## src/design/mctt_pkg.sv

```systemverilog
// Package for the MIDI clock tempo tracker: message codes, field types,
// reset values and configuration register indexes. No dependencies.
package mctt_pkg;

  typedef logic [7:0]  byte_t;
  typedef logic [15:0] bpm_t;
  typedef logic [1:0]  mult_t;
  typedef logic [1:0]  xport_t;

  // System real-time status codes
  localparam byte_t ST_CLOCK    = 8'hF8;
  localparam byte_t ST_START    = 8'hFA;
  localparam byte_t ST_CONTINUE = 8'hFB;
  localparam byte_t ST_STOP     = 8'hFC;

  // Channel message classes (upper nibble of the status byte)
  localparam logic [3:0] CLS_NOTE_ON = 4'h9;
  localparam logic [3:0] CLS_CTRL    = 4'hB;

  localparam byte_t NOTE_X1   = 8'd60;
  localparam byte_t NOTE_HALF = 8'd61;
  localparam byte_t NOTE_X2   = 8'd62;
  localparam byte_t CC_TEMPO  = 8'd20;

  localparam mult_t MULT_X1   = 2'd0;
  localparam mult_t MULT_HALF = 2'd1;
  localparam mult_t MULT_X2   = 2'd2;

  localparam logic KIND_TRANSPORT = 1'b0;
  localparam logic KIND_UPDATE    = 1'b1;

  localparam xport_t XPORT_NONE = 2'd0;

  localparam logic [1:0] LEN_EMPTY = 2'd0;
  localparam logic [1:0] LEN_FULL  = 2'd3;

  localparam bpm_t BPM_RESET    = 16'd120;
  localparam bpm_t BPM_MAX      = 16'hFFFF;
  localparam bpm_t TEMPO_OFFSET = 16'd60;

  localparam int unsigned DELTA_W = 20;
  localparam logic [DELTA_W-1:0] DELTA_MAX = {DELTA_W{1'b1}};

  // 60e6 / 24 ticks per beat, doubled for round-half-up
  localparam int unsigned SCALE_W = 23;
  localparam logic [SCALE_W-1:0] BPM_SCALE = 23'd5000000;

  localparam int unsigned MIN_TICKS_W = 5;
  localparam logic [31:0] TIMEOUT_RESET = 32'd1000000;
  localparam logic [MIN_TICKS_W-1:0] MIN_TICKS_RESET = 5'd6;

  localparam int unsigned CFG_IDX_W = 1;
  localparam logic [CFG_IDX_W-1:0] REG_TIMEOUT   = 1'b0;
  localparam logic [CFG_IDX_W-1:0] REG_MIN_TICKS = 1'b1;

endpackage

```

## src/design/mctt_ram.sv

```systemverilog
// Generic single-clock RAM: one write port, one read port, registered read.
// No dependencies.
module mctt_ram #(
  parameter int WIDTH  = 20,
  parameter int DEPTH  = 24,
  parameter int ADDR_W = (DEPTH > 1) ? $clog2(DEPTH) : 1
) (
  input  logic              clk,
  input  logic              wr_en,
  input  logic [ADDR_W-1:0] wr_addr,
  input  logic [WIDTH-1:0]  wr_data,
  input  logic [ADDR_W-1:0] rd_addr,
  output logic [WIDTH-1:0]  rd_data
);

  logic [WIDTH-1:0] mem [DEPTH];

  always_ff @(posedge clk) begin
    if (wr_en) begin
      mem[wr_addr] <= wr_data;
    end
    rd_data <= mem[rd_addr];
  end

endmodule

```

## src/design/mctt_div.sv

```systemverilog
// Bit-serial restoring divider, one quotient bit per cycle.
// No dependencies; used by the tempo tracker for the tempo estimate.
module mctt_div #(
  parameter int NUM_W = 29,
  parameter int DEN_W = 26
) (
  input  logic             clk,
  input  logic             rst,
  input  logic             start,
  input  logic [NUM_W-1:0] numer,
  input  logic [DEN_W-1:0] denom,
  output logic             done,
  output logic [NUM_W-1:0] quot
);

  localparam int CNT_W = $clog2(NUM_W + 1);

  logic [DEN_W-1:0] den;
  logic [DEN_W-1:0] rem;
  logic [NUM_W-1:0] work;
  logic [CNT_W-1:0] steps;
  logic             busy;

  logic [DEN_W:0] rem_sh;
  logic [DEN_W:0] diff;
  logic           fits;

  // shift in the next dividend bit, subtract if the divisor fits
  always_comb begin
    rem_sh = {rem, work[NUM_W-1]};
    diff   = rem_sh - {1'b0, den};
    fits   = rem_sh >= {1'b0, den};
  end

  always_ff @(posedge clk) begin
    if (rst) begin
      busy  <= 1'b0;
      done  <= 1'b0;
      steps <= '0;
    end else begin
      done <= 1'b0;
      if (start) begin
        busy  <= 1'b1;
        steps <= CNT_W'(NUM_W);
        den   <= denom;
        rem   <= '0;
        work  <= numer;
      end else if (busy) begin
        rem   <= fits ? diff[DEN_W-1:0] : rem_sh[DEN_W-1:0];
        work  <= {work[NUM_W-2:0], fits};
        steps <= steps - 1'b1;
        if (steps == CNT_W'(1)) begin
          busy <= 1'b0;
          done <= 1'b1;
        end
      end
    end
  end

  assign quot = work;

endmodule

```

## src/design/midi_clock_tempo_tracker.sv

```systemverilog
// MIDI clock tempo tracker, top level: message decode, tick window sequencer
// and output register. Depends on mctt_pkg, mctt_ram and mctt_div.
//
// Empty, short and unknown words retire without leaving the idle state;
// transport, note and controller words go through the output state to the
// output register. A tick that reaches an estimate goes through the push,
// evict (if full), check, divide and (on a change) output states; the
// divider makes one quotient bit per cycle. One word is in work at a time.
// Reset (rst, synchronous): tempo 120, multiplier x1, empty window, waiting
// for a first tick, timeout 1000000 us, min ticks 6. The delta RAM is not
// cleared; entries are read only after the window has filled them.
module midi_clock_tempo_tracker #(
  parameter int WINDOW_LEN = 24
) (
  input  logic                                   clk,
  input  logic                                   rst,
  // input message words
  input  logic                                   in_valid,
  output logic                                   in_ready,
  input  mctt_pkg::byte_t                        status_byte,
  input  mctt_pkg::byte_t                        data_one,
  input  mctt_pkg::byte_t                        data_two,
  input  logic [1:0]                             msg_len,
  input  logic [31:0]                            stamp_us,
  // result words
  output logic                                   out_valid,
  input  logic                                   out_ready,
  output logic                                   event_kind,
  output mctt_pkg::xport_t                       transport_code,
  output mctt_pkg::bpm_t                         bpm,
  output mctt_pkg::mult_t                        mult_code,
  // configuration writes
  input  logic                                   cfg_valid,
  output logic                                   cfg_ready,
  input  logic [mctt_pkg::CFG_IDX_W-1:0]         cfg_index,
  input  logic [31:0]                            cfg_data
);

  import mctt_pkg::*;

  // Widths that follow from the window length
  localparam int CNT_W  = $clog2(WINDOW_LEN + 1);
  localparam int AW     = (WINDOW_LEN > 1) ? $clog2(WINDOW_LEN) : 1;
  localparam int SUM_W  = DELTA_W + CNT_W;
  localparam int DEN_W  = SUM_W + 1;
  localparam int NUM_W  = SCALE_W + 1 + CNT_W;
  localparam int CMP_W  = (CNT_W > MIN_TICKS_W) ? CNT_W : MIN_TICKS_W;
  localparam int SLOT_W = CNT_W + 1;

  // Sequencer states
  localparam logic [2:0] S_IDLE  = 3'd0;
  localparam logic [2:0] S_PUSH  = 3'd1;
  localparam logic [2:0] S_EVICT = 3'd2;
  localparam logic [2:0] S_CHECK = 3'd3;
  localparam logic [2:0] S_DIV   = 3'd4;
  localparam logic [2:0] S_OUT   = 3'd5;

  logic [2:0] state;

  // Configuration registers
  logic [31:0]            timeout_us;
  logic [MIN_TICKS_W-1:0] min_ticks;

  // Tracker state
  logic [AW-1:0]    ring_head;
  logic [CNT_W-1:0] ring_count;
  logic [SUM_W-1:0] window_sum;
  logic [31:0]      last_stamp;
  logic             awaiting_first;
  bpm_t             tempo_now;
  mult_t            mult_now;

  // Work registers
  logic [DELTA_W-1:0] delta_hold;
  logic               pend_kind;
  xport_t             pend_code;

  // Decode of the incoming word
  logic        accept;
  logic        is_transport;
  logic        is_tick;
  logic        is_note_on;
  logic        is_tempo_cc;
  logic [31:0] delta_raw;
  logic        tick_timeout;
  logic        window_full;
  logic [SLOT_W-1:0] slot_raw;
  logic [AW-1:0]     slot;
  logic        out_free;
  logic        below_min;

  // RAM and divider hookups
  logic               ram_wr_en;
  logic [AW-1:0]      ram_wr_addr;
  logic [DELTA_W-1:0] ram_rd_data;
  logic               div_start;
  logic [NUM_W-1:0]   div_numer;
  logic               div_done;
  logic [NUM_W-1:0]   div_quot;
  bpm_t               est_bpm;

  assign accept    = in_valid && in_ready;
  assign in_ready  = (state == S_IDLE);
  assign cfg_ready = (state == S_IDLE);
  assign out_free  = !out_valid || out_ready;

  always_comb begin
    is_transport = (status_byte == ST_START) || (status_byte == ST_CONTINUE)
                || (status_byte == ST_STOP);
    is_tick      = (status_byte == ST_CLOCK);
    is_note_on   = (status_byte[7:4] == CLS_NOTE_ON) && (data_two != '0);
    is_tempo_cc  = (status_byte[7:4] == CLS_CTRL) && (data_one == CC_TEMPO);
    delta_raw    = stamp_us - last_stamp;
    tick_timeout = delta_raw > timeout_us;
  end

  // Ring slot for an append: head + count, wrapped once
  always_comb begin
    window_full = (ring_count == CNT_W'(WINDOW_LEN));
    slot_raw    = SLOT_W'(ring_head) + SLOT_W'(ring_count);
    if (slot_raw >= SLOT_W'(WINDOW_LEN)) begin
      slot = AW'(slot_raw - SLOT_W'(WINDOW_LEN));
    end else begin
      slot = AW'(slot_raw);
    end
    below_min = CMP_W'(ring_count) < CMP_W'(min_ticks);
  end

  // Append writes the next free slot; a full window overwrites the oldest
  assign ram_wr_en   = ((state == S_PUSH) && !window_full) || (state == S_EVICT);
  assign ram_wr_addr = (state == S_EVICT) ? ring_head : slot;

  mctt_ram #(
    .WIDTH  (DELTA_W),
    .DEPTH  (WINDOW_LEN),
    .ADDR_W (AW)
  ) u_ring (
    .clk     (clk),
    .wr_en   (ram_wr_en),
    .wr_addr (ram_wr_addr),
    .wr_data (delta_hold),
    .rd_addr (ring_head),
    .rd_data (ram_rd_data)
  );

  // Numerator 5e6*count + sum, denominator 2*sum: quotient rounds half up
  assign div_start = (state == S_CHECK) && !below_min && (window_sum != '0);
  assign div_numer = NUM_W'(ring_count) * NUM_W'(BPM_SCALE) + NUM_W'(window_sum);

  mctt_div #(
    .NUM_W (NUM_W),
    .DEN_W (DEN_W)
  ) u_div (
    .clk   (clk),
    .rst   (rst),
    .start (div_start),
    .numer (div_numer),
    .denom ({window_sum, 1'b0}),
    .done  (div_done),
    .quot  (div_quot)
  );

  // Saturate the quotient to the tempo range
  assign est_bpm = (div_quot > NUM_W'(BPM_MAX)) ? BPM_MAX : div_quot[15:0];

  always_ff @(posedge clk) begin
    if (rst) begin
      state          <= S_IDLE;
      timeout_us     <= TIMEOUT_RESET;
      min_ticks      <= MIN_TICKS_RESET;
      ring_head      <= '0;
      ring_count     <= '0;
      window_sum     <= '0;
      last_stamp     <= '0;
      awaiting_first <= 1'b1;
      tempo_now      <= BPM_RESET;
      mult_now       <= MULT_X1;
      out_valid      <= 1'b0;
    end else begin
      // Register writes land only while the sequencer is idle
      if (cfg_valid && cfg_ready) begin
        unique case (cfg_index)
          REG_TIMEOUT:   timeout_us <= cfg_data;
          REG_MIN_TICKS: min_ticks  <= cfg_data[MIN_TICKS_W-1:0];
          default:       ;
        endcase
      end

      // Drop the output word once taken, unless a new one is loaded below
      if (out_valid && out_ready && (state != S_OUT)) begin
        out_valid <= 1'b0;
      end

      unique case (state)
        S_IDLE: begin
          if (accept && (msg_len != LEN_EMPTY)) begin
            if (is_transport) begin
              // Clear the window and re-arm the first-tick baseline
              ring_head      <= '0;
              ring_count     <= '0;
              window_sum     <= '0;
              awaiting_first <= 1'b1;
              pend_kind      <= KIND_TRANSPORT;
              pend_code      <= xport_t'(status_byte - ST_START);
              state          <= S_OUT;
            end else if (is_tick) begin
              last_stamp <= stamp_us;
              if (awaiting_first) begin
                awaiting_first <= 1'b0;
              end else if (tick_timeout) begin
                ring_head  <= '0;
                ring_count <= '0;
                window_sum <= '0;
              end else begin
                // Hold the gap, saturated to the stored width
                delta_hold <= (delta_raw > 32'(DELTA_MAX)) ? DELTA_MAX
                                                           : delta_raw[DELTA_W-1:0];
                state      <= S_PUSH;
              end
            end else if (msg_len == LEN_FULL) begin
              if (is_note_on) begin
                pend_kind <= KIND_UPDATE;
                pend_code <= XPORT_NONE;
                case (data_one)
                  NOTE_X1: begin
                    mult_now <= MULT_X1;
                    state    <= S_OUT;
                  end
                  NOTE_HALF: begin
                    mult_now <= MULT_HALF;
                    state    <= S_OUT;
                  end
                  NOTE_X2: begin
                    mult_now <= MULT_X2;
                    state    <= S_OUT;
                  end
                  default: ;
                endcase
              end else if (is_tempo_cc) begin
                tempo_now <= bpm_t'(data_two) + TEMPO_OFFSET;
                pend_kind <= KIND_UPDATE;
                pend_code <= XPORT_NONE;
                state     <= S_OUT;
              end
            end
          end
        end

        S_PUSH: begin
          if (window_full) begin
            // Oldest entry is read out this cycle, swap it next
            state <= S_EVICT;
          end else begin
            ring_count <= ring_count + 1'b1;
            window_sum <= window_sum + SUM_W'(delta_hold);
            state      <= S_CHECK;
          end
        end

        S_EVICT: begin
          window_sum <= window_sum - SUM_W'(ram_rd_data) + SUM_W'(delta_hold);
          ring_head  <= (ring_head == AW'(WINDOW_LEN - 1)) ? '0 : ring_head + 1'b1;
          state      <= S_CHECK;
        end

        S_CHECK: begin
          pend_kind <= KIND_UPDATE;
          pend_code <= XPORT_NONE;
          if (below_min) begin
            state <= S_IDLE;
          end else if (window_sum == '0) begin
            // Zero mean gap: saturate the tempo
            if (tempo_now == BPM_MAX) begin
              state <= S_IDLE;
            end else begin
              tempo_now <= BPM_MAX;
              state     <= S_OUT;
            end
          end else begin
            state <= S_DIV;
          end
        end

        S_DIV: begin
          if (div_done) begin
            if (est_bpm == tempo_now) begin
              state <= S_IDLE;
            end else begin
              tempo_now <= est_bpm;
              state     <= S_OUT;
            end
          end
        end

        S_OUT: begin
          // Wait for the output register to free up, then load it
          if (out_free) begin
            out_valid      <= 1'b1;
            event_kind     <= pend_kind;
            transport_code <= pend_code;
            bpm            <= tempo_now;
            mult_code      <= mult_now;
            state          <= S_IDLE;
          end
        end

        default: state <= S_IDLE;
      endcase
    end
  end

  // The window never holds more entries than it has slots
  a_count_bound: assert property (@(posedge clk) disable iff (rst)
    ring_count <= CNT_W'(WINDOW_LEN))
    else $error("window count beyond window length");

  // An empty window carries no sum
  a_empty_sum: assert property (@(posedge clk) disable iff (rst)
    (ring_count == '0) |-> (window_sum == '0))
    else $error("window sum nonzero on empty window");

  // The divider only finishes while the sequencer waits for it
  a_div_owner: assert property (@(posedge clk) disable iff (rst)
    div_done |-> (state == S_DIV))
    else $error("divider done outside of divide state");

  // A transport word empties the window and heads for the output
  a_transport: assert property (@(posedge clk) disable iff (rst)
    (accept && (msg_len != LEN_EMPTY) && is_transport)
      |=> ((state == S_OUT) && (ring_count == '0) && awaiting_first))
    else $error("transport word did not clear the window");

  // A divider start always moves the sequencer into the divide state
  a_div_start: assert property (@(posedge clk) disable iff (rst)
    div_start |=> (state == S_DIV))
    else $error("divider started outside of the estimate path");

endmodule
```

## config.mk

```make
export PLATFORM = sky130hd
export DESIGN_NAME = midi_clock_tempo_tracker
export DESIGN_NICKNAME = d
export VERILOG_FILES = /design/src/design/mctt_pkg.sv /design/src/design/mctt_ram.sv /design/src/design/mctt_div.sv /design/src/design/midi_clock_tempo_tracker.sv
export SDC_FILE = /design/constraint.sdc
export NUM_CORES = 1
export LEC_CHECK = 0
export ABC_AREA = 1
export BUFFER_PORTS_ARGS = -buffer_cell sky130_fd_sc_hd__buf_2
export CORE_ASPECT_RATIO = 1.25
export CORE_MARGIN = 2
export CORE_UTILIZATION = 50
export DETAILED_ROUTE_END_ITERATION = 10
export GPL_ROUTABILITY_DRIVEN = 1
export PLACE_DENSITY = 0.67
export SLEW_MARGIN = 25
export SYNTH_ARGS = -nofsm -noshare
export SYNTH_HDL_FRONTEND = slang
export SYNTH_HIERARCHICAL = 1
export SYNTH_SLANG_ARGS = --single-unit
export TNS_END_PERCENT = 1
```

## constraint.sdc

```tcl
create_clock -name clk -period 10.4 [get_ports clk]
set_input_delay 0 -clock clk [delete_from_list [all_inputs] [get_ports clk]]
set_output_delay 0 -clock clk [all_outputs]
set_load 0.005 [all_outputs]
```

After elaboration in Yosys (flattened, before gate mapping). Memories as Yosys holds them, arrays and structs flattened. A register that Yosys moved wholly into a read port is not among the register bits. Cells that the tools add are included.

$add $sub $neg: 13. Multiply operators: 1. Order comparisons: 6. Equality and inequality tests: 46. Mux-type cells: 80. Bitwise operators: 7. Reductions and logical operators: 48.

Operator list (count): 16-bit 2-to-1 mux (12); 25-bit 2-to-1 mux (6); 25-bit case mux with 3 select lines (1); 29-bit 2-to-1 mux (2); 5-bit 2-to-1 mux (11); 26-bit 2-to-1 mux (2); 25-bit by 20-bit adder with 25-bit output (2); 16-bit case mux with 3 select lines (1); 3-bit 2-to-1 mux (15); 8-bit equality test, second input constant (4); 32-bit by 20-bit greater-than comparator with 1-bit output, second input constant (1); 32-bit greater-than comparator (1); 32-bit subtractor (1); 28-bit by 25-bit adder with 29-bit output (1); 29-bit by 16-bit greater-than comparator with 1-bit output, second input constant (1); 27-bit by 26-bit greater-or-equal comparator with 1-bit output (1); 26-bit subtractor (1); 25-bit logical NOT (1); 25-bit nonzero test (1); 25-bit by 20-bit subtractor with 25-bit output (1); 8-bit by 6-bit equality test with 1-bit output, second input constant (3); 5-bit by 17-bit multiplier with 22-bit output, second input constant (1); 5-bit case mux with 2 select lines (2); 1-bit 2-to-1 mux (18); 50 further kinds (111).

Bits in registers: 258. RAM bits: 480. Input bits: 96. Memories kept: 1.

Memory list: u_ring.mem (words 24, bits a word 20, read ports 1, clocked after memory_dff 1, write ports 1, RTL line mctt_ram.sv:16) `logic [WIDTH-1:0] mem [DEPTH];`.

Depth between registers and ports, before layout. Gate-level depths: netlist of run 1.

Word-level depth: 9. Depth in mapped cells: 29. Depth with buffers taken out: 28.

Hierarchy. Netlist of run 1, hierarchy kept.

Modules (own cells, without submodules): mctt_ram (instances 1, cells an instance 1844, area an instance 20754.9 um2, sequential area each 14814.2 um2); midi_clock_tempo_tracker (instances 1, cells an instance 2487, area an instance 16654.7 um2, sequential area each 3863.7 um2); mctt_div (instances 1, cells an instance 761, area an instance 5657.9 um2, sequential area each 2572.5 um2).

Least setup slack after synthesis of run 1. No wires, ideal clock.

Kind: reg-to-reg. Start: register ring_count[3]. End: register u_div.work[26], in the netlist u_div/quot[26], data pin. Data arrival time: 4.618 ns. Required time: 10.147 ns. Path slack: 5.529 ns. Cell stages (with the launch flop): 26. Path through: dfxtp_1 -> inv_1 -> ha_1 -> fa_1 -> inv_1 -> ha_1 -> ha_1 -> nand2_1 -> nor3_1 -> nor2_1 -> o21ai_0 -> a31oi_1 -> o21ai_0 -> nand2_1 -> nand3_1 -> nand2_1 -> ha_1 -> nand2_1 -> nor4_1 -> o21ai_0 -> nand3_1 -> nand4_1 -> nand2_1 -> xor2_1 -> nand2_1 -> nand2_1.

Elaborated cells on any way between the ends: 7.

RTL lines: start: declaration (RTL line midi_clock_tempo_tracker.sv:66) `logic [CNT_W-1:0] ring_count;`; start signal: assignment (RTL line midi_clock_tempo_tracker.sv:254) `ring_count <= ring_count + 1'b1;`; 5-bit by 17-bit multiplier with 22-bit output (RTL line midi_clock_tempo_tracker.sv:148) `assign div_numer = NUM_W'(ring_count) * NUM_W'(BPM_SCALE) + NUM_W'(window_sum);`; 28-bit by 25-bit adder with 29-bit output (RTL line midi_clock_tempo_tracker.sv:148); net div_numer[26] (RTL line midi_clock_tempo_tracker.sv:97) `logic [NUM_W-1:0] div_numer;`; 29-bit 2-to-1 mux (RTL line mctt_div.sv:42) `if (start) begin`; end signal: assignment (RTL line mctt_div.sv:47) `work <= numer;`; end signal: assignment (RTL line mctt_div.sv:50) `work <= {work[NUM_W-2:0], fits};`; end: declaration (RTL line mctt_div.sv:20) `logic [NUM_W-1:0] work;`.

The timed path passes the listed nets, and every way through them passes these cells. A chain may end at the register's enable or synchronous reset.

Final worst setup path of run 1. Same ends and word-level chain as after synthesis.

==> results of run 1 <==
-- repair_timing --
action,in CTS,in global routing
resized for setup,0,0
hold buffers,115,0
endpoints found under the hold margin,89,0
-- cell families (layout without fill, tap and decap cells) --
kind of cell / Yosys count / after routing
AND/OR/NAND/NOR: 2373 / 2373
adder cells (fa/ha/maj): 244 / 244
flip-flops: 759 / 759
buffers and inverters: 972 / 1250
XOR/XNOR: 78 / 78
AO/OA/AOI/OAI: 665 / 665
other: 1 / 4
-- flip-flops by register name, indices dropped and copies added, names as in the netlist, 16 cells and up --
signal          flops
u_ring/mem        480
tempo_now          16
last_stamp         32
delta_hold         20
u_div/rem          26
window_sum         25
u_div/quot         29
u_ring/rd_data     20
timeout_us         32
u_div/den          26
bpm                16
-- power breakdown --
part	switching, mW	internal, mW	leakage, nW
registers	0.0485	3.30	6.11
logic	0.476	0.245	13.8
clock network	1.22	1.58	1.26
-- area by class of cell --
cell class	instances	area [µm²]	share of cell area, %
Clock buffer	100	2106	4.353
Tap cell	1098	1374	2.840
Sequential cell	759	21260	43.95
Clock inverter	46	486.7	1.006
Antenna cell	2	5.005	0.01035
Inverter	798	3003	6.208
Multi-Input combinational cell	3362	17850	36.91
Timing Repair Buffer	306	2287	4.728
-- stage by stage --
stage	cell area [µm²]	power, mW	setup WS, ns	utilization [%]
after floorplan	43070	3.883	5.529	-
after global placement	44610	4.065	4.878	52.12
after detailed placement	44610	4.076	4.767	52.12
after CTS	48350	6.908	4.698	56.50
after global routing	48370	7.118	4.178	56.52
final	48370	6.871	4.703	56.52
-- cell usage after synthesis, drive strengths merged --
library cell | number | share of area, %
a21oi | 269 | 3.2
o31ai | 2 | 0.035
a211oi | 6 | 0.10
clkbuf | 65 | 0.57
or2 | 20 | 0.29
nor3 | 38 | 0.54
conb | 1 | 0.0087
clkinv | 4 | 0.035
o21a | 5 | 0.087
or3 | 1 | 0.015
nand4 | 86 | 1.2
o22ai | 5 | 0.073
a41oi | 1 | 0.020
inv | 794 | 6.9
xnor2 | 21 | 0.43
buf | 109 | 1.9
o22a | 2 | 0.041
o21ai | 283 | 3.3
nand3 | 412 | 5.1
a21o | 10 | 0.17
nand2 | 1281 | 11
a32o | 1 | 0.023
nor2 | 495 | 4.5
a31oi | 9 | 0.13
fa | 29 | 1.3
nand3b | 18 | 0.31
ha | 215 | 6.2
o21bai | 14 | 0.24
a31o | 1 | 0.020
a22oi | 1 | 0.017
xor2 | 57 | 1.2
a22o | 2 | 0.041
a2111oi | 1 | 0.020
and2 | 5 | 0.073
a21boi | 8 | 0.14
and3 | 3 | 0.044
o221ai | 1 | 0.020
dfxtp | 154 | 7.2
o211ai | 44 | 0.78
edfxtp | 605 | 42
nor4 | 14 | 0.20
-- per-layer routing --
metal  vias to the layer above  part of all wire, %  global-route usage, %
met3                       253                  6.5                  3.892
met1                     16330                   41                  34.08
met2                      1152                   48                  45.40
met4                         2                  4.1                  11.42
li1                      17130                    -                      -
met5                         -                0.011                      0
-- how the worst max path moves through the flow --
stage	slack [ns]	cells past startpoint	endpoint	startpoint
after floorplan	5.53	25	u_div/quot[26]	ring_count[3]
after global placement	4.88	25	u_div/quot[26]	ring_count[3]
after detailed placement	4.77	25	u_div/quot[26]	ring_count[3]
after CTS	4.70	25	u_div/quot[26]	ring_count[3]
after global routing	4.18	25	u_div/quot[26]	ring_count[3]
final	4.70	25	u_div/quot[26]	ring_count[3]
-- worst max-delay path: cells and delay by family (launching register included) --
kind / cells / cell delay (ns)
and+or+nand+nor: 13 / 1.61
DFF: 1 / 0.71
adders and majority gates: 5 / 1.90
xor gates and xnor gates: 1 / 0.06
AOI/OAI and AO/OA: 4 / 0.97
buffers and inverters: 2 / 0.15
==> impl_metrics.py, run 1 <==
metrics = {
    "status": {
        "status": "completed",
    },
    "clock_network": {
        "cts_tree": "built",
        "clk_path_buf_depth": 3,
        "cts_inserted_buffers": 79,
        "clk_latency_ns": 0.66,
        "cts_root_buf": "clkbuf_16",
        "clock_sinks": 759,
        "clk_pin_slew_worst_paths_ns": 0.06,
        "htree_levels": 3,
        "post_cts_buffers": 0,
    },
    "timing": {
        "setup_viol": 0,
        "min_period_over_period_pct": 54.78,
        "tns_ns": 0,
        "drv_slew": 0,
        "hold_slack_ns": 0.04917,
        "fmax_mhz": 175.5,
        "hold_violations": 0,
        "worst_pin_slew_ns": 0.9365,
        "rsz0062_at_grt": "false",
        "final.setup_skew_ns": 0.04206,
        "finalCriticalPeriod_ns": 5.697,
        "slew_headroom_pct": 37.50,
    },
    "final_layout": {
        "syn_to_final_growth_pct": 12.32,
        "layout_common_cells": "1,272 x nand2_1, 780 x inv_1, 605 x edfxtp_1",
        "nFillCells": 7667,
        "final_common_cell": "nand2_1",
        "fin_nets": 5646,
        "fin_cells": 6471,
        "drive_above_1_share_pct": 8.025,
    },
    "floorplanning": {
        "boundaryPins": 120,
        "fp-row-count": 120,
        "core_area_um2": 85580,
        "initial_utilization_pct": 50.32,
        "die_w_um": 266.5,
        "die_area_um2": 88510,
        "die_h_um": 332.1,
    },
    "global_route": {
        "grt_max_degree": 120,
        "grt_pass1_wl_um": 184700,
        "grt_usage_pct": 26.78,
        "overflow": 0,
        "grt_pass1_vias": 33630,
        "antenna_found_initial": 3,
    },
    "worst_setup_path": {
        "slowest_delay_ns": 0.71,
        "r2r_cells": 25,
        "cp_common_cell": "nand2_1",
        "cp_data_arrival_time_ns": 6.08,
        "critical_path_class": "flip-flop to flip-flop",
        "crit_path_end_kind": "flip-flop",
        "r2r-start": "ring_count[3]",
        "required_ns": 10.78,
        "ff2ff_setup_slack_ns": 4.70,
        "start_kind": "flip-flop",
        "reg2reg_to": "u_div/quot[26]",
        "path_max_fanout": 13,
        "crit_slowest_cell": "dfxtp_1",
    },
    "power_and_ir_drop": {
        "peakVddDrop_mv": 0.1431,
        "power_leakage_nw": 21.17,
        "power_density_nw_per_um2": 142.0,
    },
    "route": {
        "wl_per_cell_um": 18.39,
        "drt_pass1_iterations": 5,
        "drt-total-wl_um": 119000,
        "viasPerCell": 5.388,
        "ant_nets": 0,
        "vias": 34870,
        "drc_errors": 0,
        "dr.first_iter.drc_count": 2914,
    },
    "placement": {
        "gp_congestion": 0.9463,
        "place.port_buffers": 119,
        "dp_hpwl_um": 78200,
        "post-place-cells": 6208,
    },
    "synthesis": {
        "synth-xor-area-share_pct": 1.586,
        "ys_warn_count": 6,
        "syn-instance-count": 5092,
        "synth_fa_ha_area_share_pct": 7.594,
        "avgSynthCellArea_um2": 8.458,
        "synth_cell_types": 64,
        "synth_mux_area_share_pct": 0,
        "ys_ff_latch": 759,
        "synth_compound_area_share_pct": 8.472,
        "synth-seq-area-share_pct": 49.34,
        "synth_area_um2": 43070,
        "synth-simple-area-share_pct": 23.54,
        "synth_top_family_by_area": "simple AND/OR/NAND/NOR gates",
    },
    "hold_path": {
        "hold_path_class": "input pin to flip-flop",
        "min_to": "awaiting_first",
        "min_from": "msg_len[1]",
        "hold_depth": 4,
    },
    "run": {
        "max_cap_violations": 0,
    },
}
Note: power is estimated with default switching activity, not from simulation.
==> inputs of run 2 (changes only) <==
clock period = 6 ns   (was 10.4 ns; I/O delays follow)
==> impl_metrics.py, run 2 (synthesized netlist as in run 1, its figures left out) <==
metrics = {
    "status": {
        "status": "completed",
    },
    "clock_network": {
        "cts_resized": 0,
        "holdBufCountCts": 111,
        "post_cts_buffers": 0,
        "clk_latency_ns": 0.66,
        "cts_tree": "built",
        "htree_levels": 3,
        "cts_inserted_buffers": 78,
        "clk_path_buf_depth": 3,
        "cts_root_buf": "clkbuf_16",
        "clock_sinks": 759,
        "clk_pin_slew_worst_paths_ns": 0.06,
    },
    "worst_setup_path": {
        "start_kind": "flip-flop",
        "cp_data_arrival_time_ns": 5.93,
        "required_ns": 6.41,
        "cp_common_cell": "nand2_1",
        "crit_path_end_kind": "flip-flop",
        "path_max_fanout": 11,
        "critical_path_class": "flip-flop to flip-flop",
        "crit_slowest_cell": "dfxtp_1",
        "slowest_delay_ns": 0.60,
    },
    "hold_path": {
        "hold_path_class": "input pin to flip-flop",
    },
    "timing": {
        "drv_slew": 0,
        "min_period_over_period_pct": 92.00,
        "worst_pin_slew_ns": 0.9735,
        "slew_headroom_pct": 35.10,
        "final.setup_skew_ns": 0.03600,
        "rsz0062_at_grt": "false",
        "hold_slack_ns": 0.05857,
        "tns_ns": 0,
        "finalCriticalPeriod_ns": 5.520,
        "hold_violations": 0,
        "fmax_mhz": 181.2,
        "setup_viol": 0,
    },
    "power_and_ir_drop": {
        "power_frac_comb_pct": 10.5,
        "power_mw": 12.02,
        "power_density_nw_per_um2": 248.3,
        "peakVddDrop_mv": 0.2435,
        "power_leakage_nw": 21.35,
        "p_seq_share_pct": 48.2,
        "net-switching-power_mw": 3.022,
        "clkPwrFrac_pct": 41.3,
        "switching_share_pct": 25.15,
        "p_int_mw": 8.996,
    },
    "final_layout": {
        "n_antenna_cell": 0,
        "top_regs": "u_ring/mem (480), last_stamp (32), timeout_us (32)",
        "drive_above_1_share_pct": 8.045,
        "largest_register_ffs": 480,
        "syn_to_final_growth_pct": 12.40,
        "multi_input_area_um2": 17840,
        "final-seq-area_um2": 21260,
        "largest-register": "u_ring/mem",
        "final_common_cell": "nand2_1",
        "layout_common_cells": "1,272 x nand2_1, 780 x inv_1, 605 x edfxtp_1",
        "nFillCells": 7673,
        "fin_nets": 5648,
    },
    "floorplanning": {
        "die_w_um": 266.5,
        "core_area_um2": 85580,
        "die_h_um": 332.1,
        "die_area_um2": 88510,
        "boundaryPins": 120,
        "initial_utilization_pct": 50.32,
        "fp-row-count": 120,
    },
    "route": {
        "wl_per_cell_um": 18.54,
        "met3_wirelength_um": 7091,
        "drt-total-wl_um": 119900,
        "drt_pass1_iterations": 6,
        "ant_nets": 0,
        "vias": 34840,
        "viasPerCell": 5.387,
        "drc_errors": 0,
        "top_layer_used": "met5",
        "dr.first_iter.drc_count": 2812,
        "wl_met2_um": 58190,
        "wl_met1_um": 49550,
    },
    "global_route": {
        "grt_pass1_vias": 33250,
        "overflow": 0,
        "antenna_found_initial": 3,
        "grt_pass1_wl_um": 184500,
        "grt_usage_pct": 26.93,
        "grt_max_degree": 128,
    },
    "placement": {
        "gp_congestion": 0.9347,
        "place.port_buffers": 119,
        "dp_hpwl_um": 79230,
    },
    "run": {
        "max_cap_violations": 0,
    },
}
-- run 2: stage by stage --
step | setup slack, ns | instance area [µm²] | std cells | util, %
after CTS | 0.4744 | 48400 | 6468 | 56.56
after detailed placement | 0.4686 | 44680 | 6215 | 52.21
final | 0.4801 | 48410 | 6468 | 56.56
after global routing | 0.02327 | 48410 | 6468 | 56.56
after global placement | 0.5115 | 44670 | 6214 | 52.19
after floorplan | 1.129 | 43070 | 5093 | -
-- run 2: worst paths after layout --
| path | from | depth (start not counted) | endpoint | slack, ns |
|---|---|---|---|---|
| max | ring_count[2] | 25 | u_div/quot[26] | 0.48 |
| min | msg_len[0] | 4 | awaiting_first | 0.06 |
| max reg2reg | ring_count[2] | 25 | u_div/quot[26] | 0.48 |
| min reg2reg | pend_code[0] | 0 | transport_code[0] | 0.42 |
-- run 2: cell type report --
type	count	area share, %
clock buffer	95	4.249
clock inverter	47	1.140
inverter	798	6.203
multi-input combinational	3362	36.86
sequential	759	43.92
tap	1098	2.838
timing repair buffer	309	4.792
-- run 2: power groups by stage --
stage	registers, mW	clock network [mW]	logic [mW]
global route	5.80	5.24	1.41
global placement	5.90	0	1.16
floorplan	5.86	0	0.878
finish	5.80	4.96	1.26
detailed placement	5.91	0	1.18
CTS	5.79	5.07	1.24
-- run 2: worst max-delay path: cells and delay by family (launching register included) --
family / cells / cell delay, ns
compound gates: 4 / 1.04
buf+inv: 2 / 0.15
xor+xnor: 1 / 0.06
fa+ha+maj: 5 / 1.82
flops: 1 / 0.60
simple gates: 13 / 1.61
-- run 2: metal layers --
metal,global-route usage (%),up-vias
met4,12.02,4
li1,-,17150
met2,45.72,1066
met5,0,-
met1,34.42,16390
met3,3.307,233
